[src/design/pea_pkg.sv]
// ----------------------------------------------------------------------------
// pea_pkg: shared types and constants for the page extent allocator
// Beat formats, command and status codes, table entry layout, FSM states.
// ----------------------------------------------------------------------------
`default_nettype none

package pea_pkg;

  localparam int unsigned PAGE_BITS = 20;
  localparam int unsigned LEN_BITS  = 21;
  localparam int unsigned STAT_BITS = 2;

  // Command codes
  localparam logic CMD_ADD   = 1'b0;
  localparam logic CMD_ALLOC = 1'b1;

  // Status codes
  localparam logic [STAT_BITS-1:0] ST_OK    = 2'd0;
  localparam logic [STAT_BITS-1:0] ST_SHORT = 2'd1;
  localparam logic [STAT_BITS-1:0] ST_BAD   = 2'd2;
  localparam logic [STAT_BITS-1:0] ST_FULL  = 2'd3;

  typedef struct packed {
    logic                 cmd;
    logic [PAGE_BITS-1:0] base_page;
    logic [LEN_BITS-1:0]  page_count;
  } in_beat_t;

  typedef struct packed {
    logic [STAT_BITS-1:0] status;
    logic [PAGE_BITS-1:0] extent_base;
    logic [LEN_BITS-1:0]  extent_pages;
    logic                 last;
  } out_beat_t;

  // One free extent as stored in the table
  typedef struct packed {
    logic [PAGE_BITS-1:0] start;
    logic [LEN_BITS-1:0]  len;
  } extent_t;

  typedef enum logic [3:0] {
    S_IDLE,
    S_SCAN_RD,
    S_SCAN_CHK,
    S_ADD_DEC,
    S_SHU_RD,
    S_SHU_WR,
    S_INS_WR,
    S_SHD_RD,
    S_SHD_WR,
    S_SHD_END,
    S_AL_RD,
    S_AL_CHK,
    S_FIN
  } state_e;

endpackage

`default_nettype wire

[src/design/page_extent_allocator.sv]
// ----------------------------------------------------------------------------
// page_extent_allocator: address-ordered free extent table with coalescing
// Adds merge free extents with their neighbors; allocates take extents from
// the lowest page upward and split the last one if it is larger than needed.
// ----------------------------------------------------------------------------
// The free extents live in one single-port table with a registered read,
// sorted by base page, and each command that passes its checks walks it entry
// by entry. An add scans up to its insertion point, then shifts the tail up
// for a fresh entry or down after a three-way merge. An allocate emits one
// beat per extent taken, then compacts the table by moving the remaining
// entries down. A new command is taken only once the previous one has
// finished. Each result beat waits in the output register until taken, and
// the next beat of a command (including the closing beat of an add) stalls
// until that register is free.
`default_nettype none

module page_extent_allocator #(
  parameter int unsigned MAX_EXTENTS = 64
) (
  input  wire                      clk_i,
  input  wire                      rst_ni,
  input  wire                      in_valid_i,
  output logic                     in_ready_o,
  input  wire pea_pkg::in_beat_t   in_data_i,
  output logic                     out_valid_o,
  input  wire                      out_ready_i,
  output pea_pkg::out_beat_t       out_data_o
);

  localparam int unsigned IDX_W = $clog2(MAX_EXTENTS);
  localparam int unsigned CNT_W = $clog2(MAX_EXTENTS + 1);
  localparam int unsigned SUM_W = pea_pkg::LEN_BITS + 1;
  localparam logic [SUM_W-1:0] PAGE_SPACE = SUM_W'(1) << pea_pkg::PAGE_BITS;
  localparam logic [CNT_W-1:0] FULL_CNT = CNT_W'(MAX_EXTENTS);

  // Table storage
  pea_pkg::extent_t mem_q [MAX_EXTENTS];
  pea_pkg::extent_t rd_q;

  pea_pkg::state_e state_q, state_d;

  logic                          cmd_q;
  logic [pea_pkg::PAGE_BITS-1:0] b_q;
  logic [pea_pkg::LEN_BITS-1:0]  n_q, need_q;
  logic [CNT_W-1:0]              pos_q, used_q, sh_q, cnt_q;
  pea_pkg::extent_t              prev_q;
  logic                          prev_v_q;
  logic [pea_pkg::LEN_BITS-1:0]  total_q;
  logic [pea_pkg::STAT_BITS-1:0] st_q;
  logic                          ov_q;
  pea_pkg::out_beat_t            out_q;

  logic                          slot_free;
  logic                          in_acc;
  logic                          rd_en, wr_en;
  logic [IDX_W-1:0]              rd_addr, wr_addr;
  pea_pkg::extent_t              wr_data;
  logic                          emit;
  pea_pkg::out_beat_t            emit_beat;

  // Add decision terms
  logic [SUM_W-1:0] prev_end, b_end, in_end;
  logic             nx_v, add_bad, mp, mn;
  logic             al_whole;
  logic [pea_pkg::LEN_BITS-1:0] need_rem;
  logic [CNT_W-1:0] taken_nx;

  assign slot_free = !ov_q || out_ready_i;
  assign in_ready_o = (state_q == pea_pkg::S_IDLE);
  assign in_acc = in_valid_i && in_ready_o;
  assign out_valid_o = ov_q;
  assign out_data_o = out_q;

  assign in_end   = SUM_W'(in_data_i.base_page) + SUM_W'(in_data_i.page_count);
  assign prev_end = SUM_W'(prev_q.start) + SUM_W'(prev_q.len);
  assign b_end    = SUM_W'(b_q) + SUM_W'(n_q);
  assign nx_v     = pos_q < used_q;
  assign add_bad  = (prev_v_q && prev_end > SUM_W'(b_q)) ||
                    (nx_v && b_end > SUM_W'(rd_q.start));
  assign mp       = prev_v_q && prev_end == SUM_W'(b_q);
  assign mn       = nx_v && b_end == SUM_W'(rd_q.start);
  assign al_whole = rd_q.len <= need_q;
  assign need_rem = need_q - rd_q.len;
  assign taken_nx = cnt_q + CNT_W'(al_whole);

  // Next state
  always_comb begin
    state_d = state_q;
    unique case (state_q)
      pea_pkg::S_IDLE: begin
        if (in_acc) begin
          if (in_data_i.cmd == pea_pkg::CMD_ADD) begin
            if (in_data_i.page_count == '0 || in_end > PAGE_SPACE) state_d = pea_pkg::S_FIN;
            else if (used_q == '0) state_d = pea_pkg::S_ADD_DEC;
            else state_d = pea_pkg::S_SCAN_RD;
          end else begin
            if (in_data_i.page_count == '0 || in_data_i.page_count > total_q) begin
              state_d = pea_pkg::S_FIN;
            end else begin
              state_d = pea_pkg::S_AL_RD;
            end
          end
        end
      end
      pea_pkg::S_SCAN_RD: state_d = pea_pkg::S_SCAN_CHK;
      pea_pkg::S_SCAN_CHK: begin
        if (rd_q.start < b_q && CNT_W'(pos_q + 1'b1) < used_q) state_d = pea_pkg::S_SCAN_RD;
        else state_d = pea_pkg::S_ADD_DEC;
      end
      pea_pkg::S_ADD_DEC: begin
        if (add_bad) state_d = pea_pkg::S_FIN;
        else if (mp && mn) begin
          if (CNT_W'(pos_q + 1'b1) < used_q) state_d = pea_pkg::S_SHD_RD;
          else state_d = pea_pkg::S_SHD_END;
        end else if (mp || mn) state_d = pea_pkg::S_FIN;
        else if (used_q == FULL_CNT) state_d = pea_pkg::S_FIN;
        else if (used_q > pos_q) state_d = pea_pkg::S_SHU_RD;
        else state_d = pea_pkg::S_INS_WR;
      end
      pea_pkg::S_SHU_RD: state_d = pea_pkg::S_SHU_WR;
      pea_pkg::S_SHU_WR: begin
        if (CNT_W'(sh_q - 1'b1) == pos_q) state_d = pea_pkg::S_INS_WR;
        else state_d = pea_pkg::S_SHU_RD;
      end
      pea_pkg::S_INS_WR: state_d = pea_pkg::S_FIN;
      pea_pkg::S_SHD_RD: state_d = pea_pkg::S_SHD_WR;
      pea_pkg::S_SHD_WR: begin
        if (CNT_W'(sh_q + 1'b1 + cnt_q) < used_q) state_d = pea_pkg::S_SHD_RD;
        else state_d = pea_pkg::S_SHD_END;
      end
      pea_pkg::S_SHD_END: begin
        if (cmd_q == pea_pkg::CMD_ADD) state_d = pea_pkg::S_FIN;
        else state_d = pea_pkg::S_IDLE;
      end
      pea_pkg::S_AL_RD: state_d = pea_pkg::S_AL_CHK;
      pea_pkg::S_AL_CHK: begin
        if (slot_free) begin
          if (al_whole && need_rem != '0) state_d = pea_pkg::S_AL_RD;
          else if (taken_nx != '0 && taken_nx < used_q) state_d = pea_pkg::S_SHD_RD;
          else state_d = pea_pkg::S_SHD_END;
        end
      end
      pea_pkg::S_FIN: begin
        if (slot_free) state_d = pea_pkg::S_IDLE;
      end
      default: state_d = pea_pkg::S_IDLE;
    endcase
  end

  // Table port and result beat
  always_comb begin
    rd_en     = 1'b0;
    rd_addr   = '0;
    wr_en     = 1'b0;
    wr_addr   = '0;
    wr_data   = rd_q;
    emit      = 1'b0;
    emit_beat = '0;
    unique case (state_q)
      pea_pkg::S_SCAN_RD, pea_pkg::S_AL_RD: begin
        rd_en   = 1'b1;
        rd_addr = pos_q[IDX_W-1:0];
      end
      pea_pkg::S_ADD_DEC: begin
        if (!add_bad && mp) begin
          wr_en   = 1'b1;
          wr_addr = IDX_W'(pos_q - 1'b1);
          wr_data.start = prev_q.start;
          wr_data.len   = prev_q.len + n_q + (mn ? rd_q.len : '0);
        end else if (!add_bad && mn) begin
          wr_en   = 1'b1;
          wr_addr = pos_q[IDX_W-1:0];
          wr_data.start = b_q;
          wr_data.len   = rd_q.len + n_q;
        end
      end
      pea_pkg::S_SHU_RD: begin
        rd_en   = 1'b1;
        rd_addr = IDX_W'(sh_q - 1'b1);
      end
      pea_pkg::S_SHU_WR, pea_pkg::S_SHD_WR: begin
        wr_en   = 1'b1;
        wr_addr = sh_q[IDX_W-1:0];
        wr_data = rd_q;
      end
      pea_pkg::S_INS_WR: begin
        wr_en   = 1'b1;
        wr_addr = pos_q[IDX_W-1:0];
        wr_data.start = b_q;
        wr_data.len   = n_q;
      end
      pea_pkg::S_SHD_RD: begin
        rd_en   = 1'b1;
        rd_addr = IDX_W'(sh_q + cnt_q);
      end
      pea_pkg::S_AL_CHK: begin
        if (slot_free) begin
          emit = 1'b1;
          emit_beat.status      = pea_pkg::ST_OK;
          emit_beat.extent_base = rd_q.start;
          if (al_whole) begin
            emit_beat.extent_pages = rd_q.len;
            emit_beat.last         = (need_rem == '0);
          end else begin
            emit_beat.extent_pages = need_q;
            emit_beat.last         = 1'b1;
            wr_en   = 1'b1;
            wr_addr = pos_q[IDX_W-1:0];
            wr_data.start = rd_q.start + need_q[pea_pkg::PAGE_BITS-1:0];
            wr_data.len   = rd_q.len - need_q;
          end
        end
      end
      pea_pkg::S_FIN: begin
        if (slot_free) begin
          emit = 1'b1;
          emit_beat.status = st_q;
          emit_beat.last   = 1'b1;
        end
      end
      default: ;
    endcase
  end

  // Memory: synchronous write, registered read
  always_ff @(posedge clk_i) begin
    if (wr_en) mem_q[wr_addr] <= wr_data;
    if (rd_en) rd_q <= mem_q[rd_addr];
  end

  // Control and counters
  always_ff @(posedge clk_i or negedge rst_ni) begin
    if (!rst_ni) begin
      state_q <= pea_pkg::S_IDLE;
      used_q  <= '0;
      total_q <= '0;
      ov_q    <= 1'b0;
    end else begin
      state_q <= state_d;
      if (emit) ov_q <= 1'b1;
      else if (out_ready_i) ov_q <= 1'b0;
      unique case (state_q)
        pea_pkg::S_ADD_DEC: begin
          if (!add_bad && (mp || mn)) total_q <= total_q + n_q;
        end
        pea_pkg::S_INS_WR: begin
          used_q  <= CNT_W'(used_q + 1'b1);
          total_q <= total_q + n_q;
        end
        pea_pkg::S_SHD_END: used_q <= used_q - cnt_q;
        pea_pkg::S_AL_CHK: begin
          if (slot_free && !(al_whole && need_rem != '0)) total_q <= total_q - n_q;
        end
        default: ;
      endcase
    end
  end

  // Command datapath
  always_ff @(posedge clk_i) begin
    if (emit) out_q <= emit_beat;
    unique case (state_q)
      pea_pkg::S_IDLE: begin
        cmd_q    <= in_data_i.cmd;
        b_q      <= in_data_i.base_page;
        n_q      <= in_data_i.page_count;
        need_q   <= in_data_i.page_count;
        pos_q    <= '0;
        prev_v_q <= 1'b0;
        cnt_q    <= '0;
        if (in_data_i.cmd == pea_pkg::CMD_ADD) st_q <= pea_pkg::ST_BAD;
        else if (in_data_i.page_count == '0) st_q <= pea_pkg::ST_BAD;
        else st_q <= pea_pkg::ST_SHORT;
      end
      pea_pkg::S_SCAN_CHK: begin
        if (rd_q.start < b_q) begin
          prev_q   <= rd_q;
          prev_v_q <= 1'b1;
          pos_q    <= CNT_W'(pos_q + 1'b1);
        end
      end
      pea_pkg::S_ADD_DEC: begin
        if (add_bad) st_q <= pea_pkg::ST_BAD;
        else if (!mp && !mn && used_q == FULL_CNT) st_q <= pea_pkg::ST_FULL;
        else st_q <= pea_pkg::ST_OK;
        sh_q  <= (mp && mn) ? pos_q : used_q;
        cnt_q <= CNT_W'(1);
      end
      pea_pkg::S_SHU_WR: sh_q <= CNT_W'(sh_q - 1'b1);
      pea_pkg::S_SHD_WR: sh_q <= CNT_W'(sh_q + 1'b1);
      pea_pkg::S_AL_CHK: begin
        if (slot_free) begin
          need_q <= al_whole ? need_rem : '0;
          pos_q  <= CNT_W'(pos_q + 1'b1);
          cnt_q  <= taken_nx;
          sh_q   <= '0;
        end
      end
      default: ;
    endcase
  end

  // Checks
  a_used_bound: assert property (@(posedge clk_i) disable iff (!rst_ni)
    used_q <= FULL_CNT) else $error("extent count above table depth");

  // Total and count settle together once a command is done
  a_total_used: assert property (@(posedge clk_i) disable iff (!rst_ni)
    (state_q == pea_pkg::S_IDLE) |-> ((total_q == '0) == (used_q == '0)))
    else $error("free total and count disagree");

  a_busy_after_accept: assert property (@(posedge clk_i) disable iff (!rst_ni)
    in_acc |=> state_q != pea_pkg::S_IDLE) else $error("command dropped");

  a_no_emit_idle: assert property (@(posedge clk_i) disable iff (!rst_ni)
    emit |-> state_q != pea_pkg::S_IDLE) else $error("beat emitted while idle");

endmodule

`default_nettype wire
[config.mk]
export PLATFORM = sky130hd
export DESIGN_NAME = page_extent_allocator
export DESIGN_NICKNAME = d
export VERILOG_FILES = /design/src/design/pea_pkg.sv /design/src/design/page_extent_allocator.sv
export SDC_FILE = /design/constraint.sdc
export NUM_CORES = 2
export LEC_CHECK = 0
export BUFFER_PORTS_ARGS = -buffer_cell sky130_fd_sc_hd__buf_2
export CORE_ASPECT_RATIO = 0.6
export CORE_MARGIN = 2
export CORE_UTILIZATION = 64
export DETAILED_ROUTE_END_ITERATION = 10
export GPL_ROUTABILITY_DRIVEN = 1
export PLACE_DENSITY = 0.8
export SETUP_SLACK_MARGIN = 0.02
export SLEW_MARGIN = 20
export SYNTH_ARGS = -nofsm -noshare
export SYNTH_HDL_FRONTEND = slang
export SYNTH_SLANG_ARGS = --single-unit
[constraint.sdc]
create_clock -name clk_i -period 14.4 [get_ports clk_i]
set_input_delay 1.44 -clock clk_i [delete_from_list [all_inputs] [get_ports clk_i]]
set_output_delay 1.44 -clock clk_i [all_outputs]
set_load 0.005 [all_outputs]
==> run metrics <==
Final nets=approximately 10000; Slew Viols, Final=0; critical path startpoint category=flop; gpl congestion=a little over 1; Max stage delay cell, worst path=a2111oi_0; Post-DRT Antenna Nets=0; DIE AREA=205000 um2; Post-synth ARST share=1.15%; vias in the first global route=~80000; I/O pin count=92; CP required=between 10 and 15 ns; cts bufs inserted=roughly 240; cell-internal power=approximately 20 mW; Peak VDD IR=~0.00023 V; GRT overflow=0; fraction of layout cells with a size suffix above 1=under 10%; pwr/cell area=roughly 250 nW/um2; Root Buffer=clkbuf_16; commonest cells in the netlist=2837 x edfxtp_1, 1524 x nand2_1, 971 x a211oi_1; final setup vio count=0; Worst-Skew Late Latency=0.92 ns; Yosys reg bits=~2900; Max Cap Viol=0; Initial Util=about 64%; clock transition at the registers of the reported paths=0.07 ns; Pleak=between 40 and 50 nW; status=finished clean; RSZ-0062 raised after global routing=false; via count=just under 90000; total core area=around 200000 um2; Yosys cell types=94; Via density=between 6 and 7; DR WL/cell=between 30 and 40 um; Arrival @ worst endpoint=approximately 12 ns; Synth top area share=about 66%; number of remaining DRC errors=0; clock power share=between 10% and 20%; Critical Path Max Stage Delay=between 0.9 and 1 ns; cell area after synthesis=129000 um2; CTS resizes=0; crit path kind=flop to flop; GRT Util Overall=between 30% and 40%; CTS Hold Bufs=0; Total Routed Length=381000 um; Mapped Cells=roughly 9900; hpwl dp=about 230000 um; initial antenna violation count=24; relative max-transition margin=between 10% and 20%; R2R Setup Slk=between 3 and 4 ns; Seq/Total Area, Yosys=66.9%; CP Max Fanout=64; clk sinks=2870; Synth area leaders=edfxtp_1 66%, a211oi_1 5.7%, nand2_1 4.5%; logic gate share of total power=~47%; CP endpoint kind=flop; drt pass-1 iters=6; post-CTS setup buffer count=0; Synth Flop Type=edfxtp_1; Die Y=between 300 and 400 um; EDFF count, synth=about 2800; fin crit share=slightly below 80%; Port-buffer cells=about 90; Iteration-0 DRC Markers=roughly 14000; sequential share of power=35.0%; clk buf depth=4; largest net degree at the start of global routing=slightly above 200; Net Sw Power=between 15 and 20 mW; post-synth net total=just over 10000; Sw Ratio=around 44%; Tmin final=11.11 ns; row count=127; FMAX=roughly 90 MHz; final hold vios=0; first-pass GRT wire length=~550000 um; HP Class=flop to flop; Total Neg Setup Slack=0 ns; synth warn=0; hold slack final=between 0.4 and 0.5 ns; cell accounting for the most synthesized area=edfxtp_1; most common cell in the netlist=edfxtp_1; Die X=approximately 580 um; CTS H-tree depth=4; worst clock skew=0.0633 ns; Syn Area/Cell=about 13 um2; CTS tree=yes; Least-Margin Pin Slew=about 1.3 ns; Synth-to-Final Area Change=9.11%
[registers in the layout (all words and copies together) (netlist names)]
signal / cells
mem_q: 2624
out_data_o: 44
prev_q: 41
rd_q: 41
n_q: 21
need_q: 21
total_q: 21
b_q: 20
cnt_q: 7
pos_q: 7
sh_q: 7
used_q: 7
state_q: 4
st_q: 2
cmd_q: 1
out_valid_o: 1
prev_v_q: 1
[cells in the final DEF (no fill, tap or decap), drive strengths merged, types with 27 or more instances in the layout]
cell       n
nor3      65
nor2b     36
ha       309
a22oi     29
a21oi    580
nand3     69
inv      179
clkbuf   289
a311oi   331
clkinv   102
xnor2    133
dfrtp     33
edfxtp  2837
a211oi   974
buf      302
and2     686
o31ai     30
o21a      48
nand2   1526
nand4     31
xor2      77
fa        32
o21bai    27
o21ai    212
nand2b    36
nor2     270
a31oi    343
a21o     111
[routing by layer]
metal	wire length, um	GRT usage (%)
met1	147000	53.2
met3	62800	14.4
met2	158000	50.7
met4	12700	11.9
met5	329	0.417
[per-stage QoR]
stage	util (%)	cell area (um2)	std cells	power (mW)	setup slack [ns]
floorplan	-	129000	9940	22.0	2.06
global placement	66.4	132000	12200	27.8	4.02
detailed placement	66.4	133000	12200	28.2	4.03
CTS	70.2	140000	12600	34.7	3.91
global route	70.2	140000	12600	36.6	2.98
finish	70.3	140000	12600	35.5	3.29
[path summary, 6_finish.rpt]
kind | startpoint | end | cells past startpoint
worst max-delay path | n_q[1] | mem_q[35][20] | 33
worst max register to register | n_q[1] | mem_q[35][20] | 33
worst min register to register | total_q[20] | total_q[20] | 1
worst min-delay path | total_q[20] | total_q[20] | 1
max in group asynchronous | rst_ni | total_q[8] | 2
min in group asynchronous | rst_ni | used_q[0] | 2
[logic make-up (layout without fill, tap and decap cells)]
logic type | Yosys count | count (layout) | share of synthesized area (%)
and+or+nand+nor | 2819 | 2819 | 10.3
muxes | 11 | 11 | 0.0867
buffers and inverters | 846 | 902 | 2.51
adders and majority gates | 341 | 341 | 3.51
AOI/OAI and AO/OA | 2843 | 2843 | 15.3
DFF | 2870 | 2870 | 66.9
other | 0 | 8 | 0
xor gates and xnor gates | 210 | 210 | 1.43
[worst max-delay path, delay by kind of cell, from the launching register on]
family	cells	cell delay [ns]
and+or+nand+nor	5	0.88
buffers and inverters	2	1.04
xor gates and xnor gates	2	0.29
adders and majority gates	4	1.47
AOI/OAI and AO/OA	20	6.39
DFF	1	0.56
[power by group through the flow]
stage	Sequential (mW)	Clock [mW]	Combinational, mW
after CTS	12.4	6.49	15.8
after detailed placement	12.6	0	15.6
after floorplan	12.5	0	9.47
final	12.4	6.48	16.6
after global routing	12.5	6.81	17.3
after global placement	12.5	0	15.2
[layout make-up]
| class | count | area (um2) |
|---|---|---|
| clock inverters | 134 | 1250 |
| well taps | 2644 | 3310 |
| diodes | 8 | 20.0 |
| flip-flops and latches | 2870 | 86000 |
| multi-input cells | 6224 | 40300 |
| clock buffers | 289 | 6300 |
| inverters | 177 | 664 |
| repair buffers | 302 | 2380 |
| fillers | 12800 | 59400 |
Power figures use the tool's default switching activity.
